===== config.mk =====
export PLATFORM = sky130hd
export DESIGN_NAME = sipt_cell
export DESIGN_NICKNAME = d
export VERILOG_FILES = /design/src/design/sipt_pkg.sv /design/src/design/sipt_cell.sv
export SDC_FILE = /design/constraint.sdc
export NUM_CORES = 1
export LEC_CHECK = 0
export ABC_AREA = 1
export CAP_MARGIN = 0
export CORE_AREA = 3 3 309 311
export DETAILED_ROUTE_END_ITERATION = 10
export DIE_AREA = 0 0 312 314
export DONT_BUFFER_PORTS = 1
export GPL_TIMING_DRIVEN = 0
export PLACE_DENSITY = 0.42
export SYNTH_ARGS = -nofsm -noshare
export SYNTH_HDL_FRONTEND = slang
export SYNTH_SLANG_ARGS = --single-unit

===== constraint.sdc =====
create_clock -name clock -period 5.2 [get_ports clock]
set_input_delay 1.04 -clock clock [delete_from_list [all_inputs] [get_ports clock]]
set_output_delay 1.04 -clock clock [all_outputs]
set_load 0.02 [all_outputs]

===== src/design/sipt_pkg.sv =====
// Shared types for the segment intersection point pipeline.
// No dependencies.
`timescale 1ns / 1ps

package sipt_pkg;

   // Per-item control flags that ride along with the datapath
   typedef struct packed {
      logic valid;
      logic det_zero;
      logic neg_x;
      logic neg_y;
      logic ovf_x;
      logic ovf_y;
   } sipt_flags_type;

endpackage


===== src/design/sipt_cell.sv =====
// One divider cell: develops one quotient bit of both x and y per cycle unless the pipeline stalls.
// Depends on sipt_pkg.
`timescale 1ns / 1ps

module sipt_cell
   import sipt_pkg::*;
#(
   parameter int COORD_BITS = 16,
   parameter int FRAC_BITS  = 16,
   parameter int IDX        = 0
) (
   input  logic                                 clock,
   input  logic                                 reset,
   input  logic                                 en,
   input  sipt_flags_type                       flags_i,
   input  logic [2*COORD_BITS+1:0]              dmag_i,
   input  logic [2*COORD_BITS+1:0]              rem_x_i,
   input  logic [2*COORD_BITS+1:0]              rem_y_i,
   input  logic [3*COORD_BITS+1:0]              nmag_x_i,
   input  logic [3*COORD_BITS+1:0]              nmag_y_i,
   input  logic [COORD_BITS+FRAC_BITS:0]        q_x_i,
   input  logic [COORD_BITS+FRAC_BITS:0]        q_y_i,
   input  logic [8*COORD_BITS-1:0]              bnd_i,
   output sipt_flags_type                       flags_o,
   output logic [2*COORD_BITS+1:0]              dmag_o,
   output logic [2*COORD_BITS+1:0]              rem_x_o,
   output logic [2*COORD_BITS+1:0]              rem_y_o,
   output logic [3*COORD_BITS+1:0]              nmag_x_o,
   output logic [3*COORD_BITS+1:0]              nmag_y_o,
   output logic [COORD_BITS+FRAC_BITS:0]        q_x_o,
   output logic [COORD_BITS+FRAC_BITS:0]        q_y_o,
   output logic [8*COORD_BITS-1:0]              bnd_o
);

   localparam int DW = 2*COORD_BITS+2;
   localparam int QW = COORD_BITS+FRAC_BITS+1;
   localparam int P  = QW-1-IDX;   // dividend bit consumed here

   logic          bx, by;
   logic [DW:0]   tx, ty;
   logic          gx, gy;

   // next dividend bit; the low FRAC_BITS bits of the scaled dividend are zero
   generate
      if (P >= FRAC_BITS) begin : g_bit
         assign bx = nmag_x_i[P-FRAC_BITS];
         assign by = nmag_y_i[P-FRAC_BITS];
      end else begin : g_zero
         assign bx = 1'b0;
         assign by = 1'b0;
      end
   endgenerate

   // restoring compare and subtract
   always_comb begin
      tx = {rem_x_i, bx};
      ty = {rem_y_i, by};
      gx = (tx >= {1'b0, dmag_i});
      gy = (ty >= {1'b0, dmag_i});
   end

   sipt_flags_type flags_ff;
   logic [DW-1:0]  dmag_ff, rx_ff, ry_ff;
   logic [3*COORD_BITS+1:0] nx_ff, ny_ff;
   logic [QW-1:0]  qx_ff, qy_ff;
   logic [8*COORD_BITS-1:0] bnd_ff;

   // valid bit is reset, the datapath is not
   always_ff @(posedge clock) begin
      if (reset) begin
         flags_ff.valid <= 1'b0;
      end else if (en) begin
         flags_ff.valid <= flags_i.valid;
      end
      if (en) begin
         flags_ff.det_zero <= flags_i.det_zero;
         flags_ff.neg_x    <= flags_i.neg_x;
         flags_ff.neg_y    <= flags_i.neg_y;
         flags_ff.ovf_x    <= flags_i.ovf_x;
         flags_ff.ovf_y    <= flags_i.ovf_y;
         dmag_ff <= dmag_i;
         rx_ff   <= gx ? DW'(tx - {1'b0, dmag_i}) : tx[DW-1:0];
         ry_ff   <= gy ? DW'(ty - {1'b0, dmag_i}) : ty[DW-1:0];
         nx_ff   <= nmag_x_i;
         ny_ff   <= nmag_y_i;
         qx_ff   <= {q_x_i[QW-2:0], gx};
         qy_ff   <= {q_y_i[QW-2:0], gy};
         bnd_ff  <= bnd_i;
      end
   end

   assign flags_o  = flags_ff;
   assign dmag_o   = dmag_ff;
   assign rem_x_o  = rx_ff;
   assign rem_y_o  = ry_ff;
   assign nmag_x_o = nx_ff;
   assign nmag_y_o = ny_ff;
   assign q_x_o    = qx_ff;
   assign q_y_o    = qy_ff;
   assign bnd_o    = bnd_ff;

endmodule

### Yosys cells after proc, flatten, opt, wreduce, memory -nomap -nowiden

Index checks and enable logic that the tools add are counted.

| storage, ports and cells | value |
|---|---|
| register bits after elaboration | 402 |
| output and inout port bits | 402 |
| logic and storage cells | 20 |

| cells by class | value |
|---|---|
| $add $sub $neg | 2 |
| magnitude comparators | 2 |
| muxes and demuxes | 2 |

Operator list:

| cell | number |
|---|---|
| 35-bit by 34-bit greater-or-equal comparator with 1-bit output | 2 |
| 34-bit two-way mux | 2 |
| 34-bit subtractor | 2 |

### Longest topological paths before layout

Gate-level depths: netlist of run 1.

| depth | value |
|---|---|
| depth after elaboration | 2 |
| gate-level depth with buffers | 16 |
| mapped depth without buffers | 15 |

### Least setup slack after synthesis of run 1

OpenSTA, ideal clock, no wires.

| path | value |
|---|---|
| path type | input to register |
| from | input port nmag_x_i[16] |
| to | register rx_ff[20] (netlist: rem_x_o[20]), data pin |
| library setup time | 0.253 ns |
| arrival time | 2.543 ns |
| data required time | 4.947 ns |
| path slack | 2.404 ns |
| stages on the path | 14 |
| path buffers | 0 |
| path through | inv_1 -> ha_1 -> inv_1 -> fa_1 -> nand3_1 -> nand3_1 -> nand2_1 -> nand2_1 -> nand2_1 -> nand2_1 -> nand3_1 -> nand3b_1 -> nand3_1 -> nand2_1 |

| on the way | value |
|---|---|
| cells in the longest elaborated chain, start to end | 2 |
| elaborated cells between the ends (all ways) | 3 |

Ends and longest elaborated chain:

| item | line | RTL |
|---|---|---|
| start: declaration | sipt_cell.sv:19 | `input logic [3*COORD_BITS+1:0] nmag_x_i,` |
| 34-bit subtractor / 35-bit by 34-bit greater-or-equal comparator with 1-bit output (equally long branches) | sipt_cell.sv:82, sipt_cell.sv:58 |  |
| 34-bit two-way mux * | sipt_cell.sv:82 | `rx_ff <= gx ? DW'(tx - {1'b0, dmag_i}) : tx[DW-1:0];` |
| end signal: assignment | sipt_cell.sv:82 |  |
| end: declaration | sipt_cell.sv:63 | `logic [DW-1:0] dmag_ff, rx_ff, ry_ff;` |

Every way passes the cells marked *; elsewhere a longest branch is shown, timed or not.
A chain may end at the register's enable or synchronous reset.

### Worst setup path in the final report of run 1

| path | value |
|---|---|
| from | input port dmag_i[12] |
| to | register rx_ff[31] (netlist: rem_x_o[31]), data pin |

| on the way | value |
|---|---|
| cells in the longest elaborated chain, start to end | 2 |
| elaborated cells between the ends (all ways) | 3 |

Ends and longest elaborated chain:

| item | line | RTL |
|---|---|---|
| start: declaration | sipt_cell.sv:16 | `input logic [2*COORD_BITS+1:0] dmag_i,` |
| 34-bit subtractor / 35-bit by 34-bit greater-or-equal comparator with 1-bit output (equally long branches) | sipt_cell.sv:82, sipt_cell.sv:58 |  |
| 34-bit two-way mux * | sipt_cell.sv:82 |  |

Marked as above.

==> results of run 1 <==
-- cell type report --
| class | instances | area, µm² |
|---|---|---|
| fillers | 10100 | 72000 |
| inverters | 232 | 876 |
| well taps | 1254 | 1570 |
| plain buffers | 12 | 113 |
| clock inverters | 30 | 275 |
| multi-input cells | 1004 | 4970 |
| flip-flops and latches | 402 | 12100 |
| clock buffers | 50 | 1170 |
| diodes | 4 | 10.0 |
-- worst max-delay path, delay by kind of cell --
family,cells,cell delay (ps)
adder cells (fa/ha/maj),1,380
buffers and inverters,3,340
AO/OA/AOI/OAI,1,170
AND/OR/NAND/NOR,7,1400
-- final timing paths --
check	endpoint	slack (ps)	depth (start not counted)
worst max-delay path	rem_x_o[31]	2170	12
worst min-delay path	flags_o[5]	520	1
worst max register to register	flags_o[5]	4390	2
worst min register to register	flags_o[5]	710	2
-- cells in the final DEF, fill, tap and decap left out, types with 2 or more instances in the layout --
| cell type | count |
|---|---|
| buf_6 | 6 |
| xor2_1 | 32 |
| nand4_1 | 7 |
| inv_8 | 2 |
| inv_2 | 8 |
| xnor2_1 | 4 |
| a21oi_1 | 52 |
| o21bai_1 | 4 |
| nor3_1 | 11 |
| o21ai_0 | 23 |
| clkbuf_16 | 46 |
| nand2_1 | 578 |
| nor2_4 | 2 |
| nand3_1 | 73 |
| fa_1 | 2 |
| inv_4 | 2 |
| diode_2 | 4 |
| edfxtp_1 | 401 |
| inv_1 | 221 |
| a21oi_2 | 2 |
| nand2_2 | 8 |
| nor2_1 | 112 |
| clkbuf_1 | 4 |
| clkinv_1 | 11 |
| buf_4 | 6 |
| ha_1 | 68 |
| bufinv_16 | 3 |
| and3_1 | 2 |
| clkinvlp_4 | 2 |
| clkinv_2 | 6 |
| inv_6 | 4 |
| nand3_2 | 2 |
| nor2_2 | 4 |
| nand2_4 | 2 |
| nand3b_1 | 13 |
-- stage by stage --
stage,setup slack [ps],cells,util,area [µm²]
after floorplan,2400,1650,-,18000
after global placement,1510,2904,0.211,19600
after detailed placement,1500,2904,0.211,19600
after CTS,2150,2984,0.226,21000
after global routing,2100,2984,0.226,21000
final,2170,2988,0.226,21000
-- metal layers --
metal | vias to the layer above | part of all wire | global-route usage
li1 | 5549 | - | -
met3 | 95 | 0.092 | 0.0575
met5 | - | 0.00041 | 0
met2 | 558 | 0.52 | 0.264
met4 | 4 | 0.024 | 0.0351
met1 | 5716 | 0.36 | 0.152
-- registers in the layout, indices dropped and copies added (netlist names) --
register,count
dmag_o,34
nmag_x_o,50
bnd_o,128
q_y_o,33
rem_y_o,34
flags_o,6
q_x_o,33
nmag_y_o,50
rem_x_o,34
-- power groups by stage --
stage / combinational (µW) / clock, µW / sequential [µW]
2_1_floorplan: 561 / 0 / 4450
3_3_place_gp: 824 / 0 / 4600
3_5_place_dp: 818 / 0 / 4600
4_1_cts: 826 / 3290 / 4540
5_1_grt: 921 / 3450 / 4540
6_report: 816 / 3140 / 4520
-- cell families after synthesis --
group	share of synthesized area
compound gates	0.0237
xor+xnor	0.0175
fa+ha+maj	0.0494
buf+inv	0.0549
flops	0.669
mux	0.000556
simple gates	0.185
==> impl_metrics.env, run 1 <==
export IMPL_die_w_um=312
export IMPL_power_share_clock=0.370
export IMPL_synth_area_leader_cell="edfxtp_1"
export IMPL_whs_ps=524
export IMPL_postSynth_topFlopCell="edfxtp_1"
export IMPL_drt_wl_total_mm=73.7
export IMPL_postSynth_asyncResetShare=0
export IMPL_cts_buffers=45
export IMPL_fmax_mhz=331
export IMPL_drtIter0Drc=764
export IMPL_wl_per_cell_um=24.7
export IMPL_place_detailed_hpwl_mm=60.9
export IMPL_synth_seq_cells=402
export IMPL_crit_required_ps=5520
export IMPL_fp_dieH_um=314
export IMPL_power_density_mw_per_mm2=403
export IMPL_htreeDepth=2
export IMPL_insertion_delay_ps=580
export IMPL_synth_nets=2125
export IMPL_cts_tree="done"
export IMPL_ctsResizeCount=0
export IMPL_min_from="reset"
export IMPL_critPathSlowestCell="nor2_1"
export IMPL_startpoint="dmag_i[12]"
export IMPL_synth_edf_count=401
export IMPL_worst_pin_slew_ps=680
export IMPL_syn_inst=1650
export IMPL_worst_setup_path_type="in2reg"
export IMPL_cts_root_buf="clkbuf_16"
export IMPL_drtAntennaViolNets=0
export IMPL_p_switching_uw=2480
export IMPL_fin_skew_ps=0
export IMPL_synth_area_mm2=0.0180
export IMPL_power_leakage_uw=0.00859
export IMPL_relSlewSlack=0.547
export IMPL_cp_common_cell="nand2_1"
export IMPL_ys_top_cells_by_area="edfxtp_1 (67%), nand2_1 (12%), ha_1 (4.7%), inv_1 (4.6%), nor2_1 (2.3%)"
export IMPL_gp_congestion=0.906
export IMPL_cpPeakStageDelay_ps=420
export IMPL_core_area_mm2=0.0930
export IMPL_die_area_mm2=0.0980
export IMPL_first_pass_iters=4
export IMPL_ys_warn_count=0
export IMPL_grt_start_max_net_pins=403
export IMPL_grt_pass1_wl_mm=97.8
export IMPL_start_util=0.194
export IMPL_synth_seq_area_share=0.669
export IMPL_cap_violations=0
export IMPL_synthTopCellsByCount="nand2_1 (578), edfxtp_1 (401), inv_1 (221), nor2_1 (112), nand3_1 (73)"
export IMPL_worstReg2RegStart="flags_o[5]"
export IMPL_endpoint_kind="register"
export IMPL_switching_share=0.293
export IMPL_post_synth_top_count_cell="nand2_1"
export IMPL_avgSynthCellArea_um2=10.9
export IMPL_cts_sinks=402
export IMPL_cp_arrival_ps=3340
export IMPL_grt_pass1_vias=11900
export IMPL_rows=112
export IMPL_fin_crit_ps=3030
export IMPL_rsz0062_at_grt="no"
export IMPL_synth_cell_type_count=31
export IMPL_vias_per_cell=3.99
export IMPL_p_int_uw=5990
export IMPL_synth_top_area_share=0.668
export IMPL_track_usage=0.143
export IMPL_fin_crit_sh=0.582
export IMPL_path_clk_slew_ps=60
export IMPL_hp_class="in2reg"
export IMPL_power_frac_comb=0.096
export IMPL_syn2layout_area_growth_pct=16.8
export IMPL_worstSetupStartpointType="input port"
export IMPL_power_frac_seq=0.533
export IMPL_slew_viol_final=0
export IMPL_post_cts_buffers=0
export IMPL_holdBufCountCts=0
export IMPL_io_buffers=0
export IMPL_ios=807
export IMPL_hold_viol_final=0
export IMPL_remaining_drc_errors=0
export IMPL_peakVddDrop_v=0.000231
export IMPL_fin_setup_tns_ps=0
export IMPL_setup_viol=0
export IMPL_drive_gt1_frac=0.0630
export IMPL_cp_max_fo=10
export IMPL_status="complete, no violations"
export IMPL_vias=11900
export IMPL_antenna_found_initial=22
export IMPL_path_cells="inv_1 > ha_1 > nand2_1 > nor2_1 > nand3_1 > nor2_1 > a21oi_2 > nand2_8 > inv_4 > buf_6 > nand2_1 > nand2_1"
export IMPL_overflow=0
export IMPL_nNetsFinal=2172
export IMPL_ctsLongestPathBuffers=3
export IMPL_total_power_uw=8470
Note: power is estimated with default switching activity, not from simulation.
==> inputs of run 2 (changes only) <==
==> constraint.sdc (replaced) <==
create_clock -name clock -period 2.85 [get_ports clock]
set_input_delay 0.57 -clock clock [delete_from_list [all_inputs] [get_ports clock]]
set_output_delay 0.57 -clock clock [all_outputs]
set_load 0.02 [all_outputs]
==> impl_metrics.env, run 2 (same netlist as run 1, synthesis figures left out) <==
export IMPL_status="complete, no violations"
export IMPL_nNetsFinal=2176
export IMPL_drt_wl_total_mm=73.8
export IMPL_register_area_mm2=0.0121
export IMPL_wl_per_cell_um=24.7
export IMPL_grt_start_max_net_pins=403
export IMPL_hold_viol_final=0
export IMPL_holdBufCountCts=4
export IMPL_syn2layout_area_growth_pct=17.0
export IMPL_remaining_drc_errors=0
export IMPL_insertion_delay_ps=580
export IMPL_drtIter0Drc=782
export IMPL_setup_viol=0
export IMPL_fin_setup_tns_ps=0
export IMPL_power_leakage_uw=0.00861
export IMPL_drive_gt1_frac=0.0629
export IMPL_worst_setup_path_type="in2reg"
export IMPL_worstHoldPathCells=0
export IMPL_final_cell_area_mm2=0.0211
export IMPL_fmax_mhz=389
export IMPL_htreeDepth=2
export IMPL_cts_tree="done"
export IMPL_hp_class="in2reg"
export IMPL_final_cell_mix="nand2_1 (578), edfxtp_1 (401), inv_1 (221)"
export IMPL_ios=807
export IMPL_cp_max_fo=10
export IMPL_gp_congestion=0.906
export IMPL_total_power_uw=15500
export IMPL_ctsLongestPathBuffers=3
export IMPL_die_w_um=312
export IMPL_fp_dieH_um=314
export IMPL_vias=12000
export IMPL_finalWorstSetupSlack_ps=280
export IMPL_vias_per_cell=4.01
export IMPL_cap_violations=0
export IMPL_post_cts_buffers=0
export IMPL_n_fill_cell=10100
export IMPL_io_buffers=0
export IMPL_path_clk_slew_ps=60
export IMPL_antenna_found_initial=21
export IMPL_largest_reg_flops=128
export IMPL_grt_pass1_vias=12000
export IMPL_fin_crit_sh=0.902
export IMPL_cts_sinks=402
export IMPL_multi_input_area_mm2=0.00497
export IMPL_cts_buffers=45
export IMPL_core_area_mm2=0.0930
export IMPL_slew_viol_final=0
export IMPL_track_usage=0.143
export IMPL_fin_crit_ps=2570
export IMPL_start_util=0.194
export IMPL_rows=112
export IMPL_power_density_mw_per_mm2=734
export IMPL_dpl_cell_area_mm2=0.0196
export IMPL_peakVddDrop_v=0.000422
export IMPL_endpoint_kind="register"
export IMPL_relSlewSlack=0.547
export IMPL_stdcell_count=2991
export IMPL_cp_arrival_ps=3010
export IMPL_worst_pin_slew_ps=680
export IMPL_placedCellCount=2904
export IMPL_die_area_mm2=0.0980
export IMPL_reg2reg_depth=2
export IMPL_crit_required_ps=3290
export IMPL_fin_skew_ps=0
export IMPL_cts_root_buf="clkbuf_16"
export IMPL_overflow=0
export IMPL_drtAntennaViolNets=0
export IMPL_worstSetupStartpointType="input port"
export IMPL_first_pass_iters=7
export IMPL_place_detailed_hpwl_mm=60.9
export IMPL_rsz0062_at_grt="no"
export IMPL_grt_pass1_wl_mm=97.8
export IMPL_ctsResizeCount=0
export IMPL_final_common_cell="nand2_1"
export IMPL_place_ws_ps=-380
-- run 2: worst paths after layout --
check           endpoint  slack (ps)       start
max reg2reg   flags_o[5]        2050  flags_o[5]
max          rem_x_o[25]         280  dmag_i[12]
min           dmag_o[20]          60  dmag_i[20]
min reg2reg   flags_o[5]         710  flags_o[5]
-- run 2: layer usage --
metal	share of wire	vias to the layer above	global-route usage
met5	0.00027	-	0
met4	0.025	2	0.0351
met3	0.091	97	0.0553
met2	0.52	577	0.264
met1	0.36	5756	0.154
li1	-	5553	-
-- run 2: final cells by class --
| type | instances | share of cell area |
|---|---|---|
| antenna | 3 | 0.000356 |
| buffer | 12 | 0.00534 |
| clock buffer | 50 | 0.0553 |
| clock inverter | 30 | 0.0131 |
| inverter | 232 | 0.0416 |
| multi-input combinational | 1004 | 0.236 |
| sequential | 402 | 0.572 |
| tap | 1254 | 0.0744 |
| timing repair buffer | 4 | 0.00190 |
-- run 2: power breakdown --
part | internal (µW) | switching (µW) | total (µW)
Combinational | 468 | 1030 | 1500
Sequential | 7200 | 1040 | 8240
Clock | 3260 | 2480 | 5740
-- run 2: metrics by stage --
stage | hold slack, ps | util
after floorplan | 579 | -
after global placement | 652 | 0.211
after detailed placement | 652 | 0.211
after CTS | 0.0615 | 0.226
after global routing | 10.1 | 0.226
final | 63.0 | 0.227
-- run 2: critical path: stages --
cell	delay (ps)
inv_1	100
ha_1	380
nand2_1	110
nor2_1	400
nand3_1	140
nor2_1	420
a21oi_2	170
nand2_8	180
buf_4	230
nand3_1	190
nand2_1	110
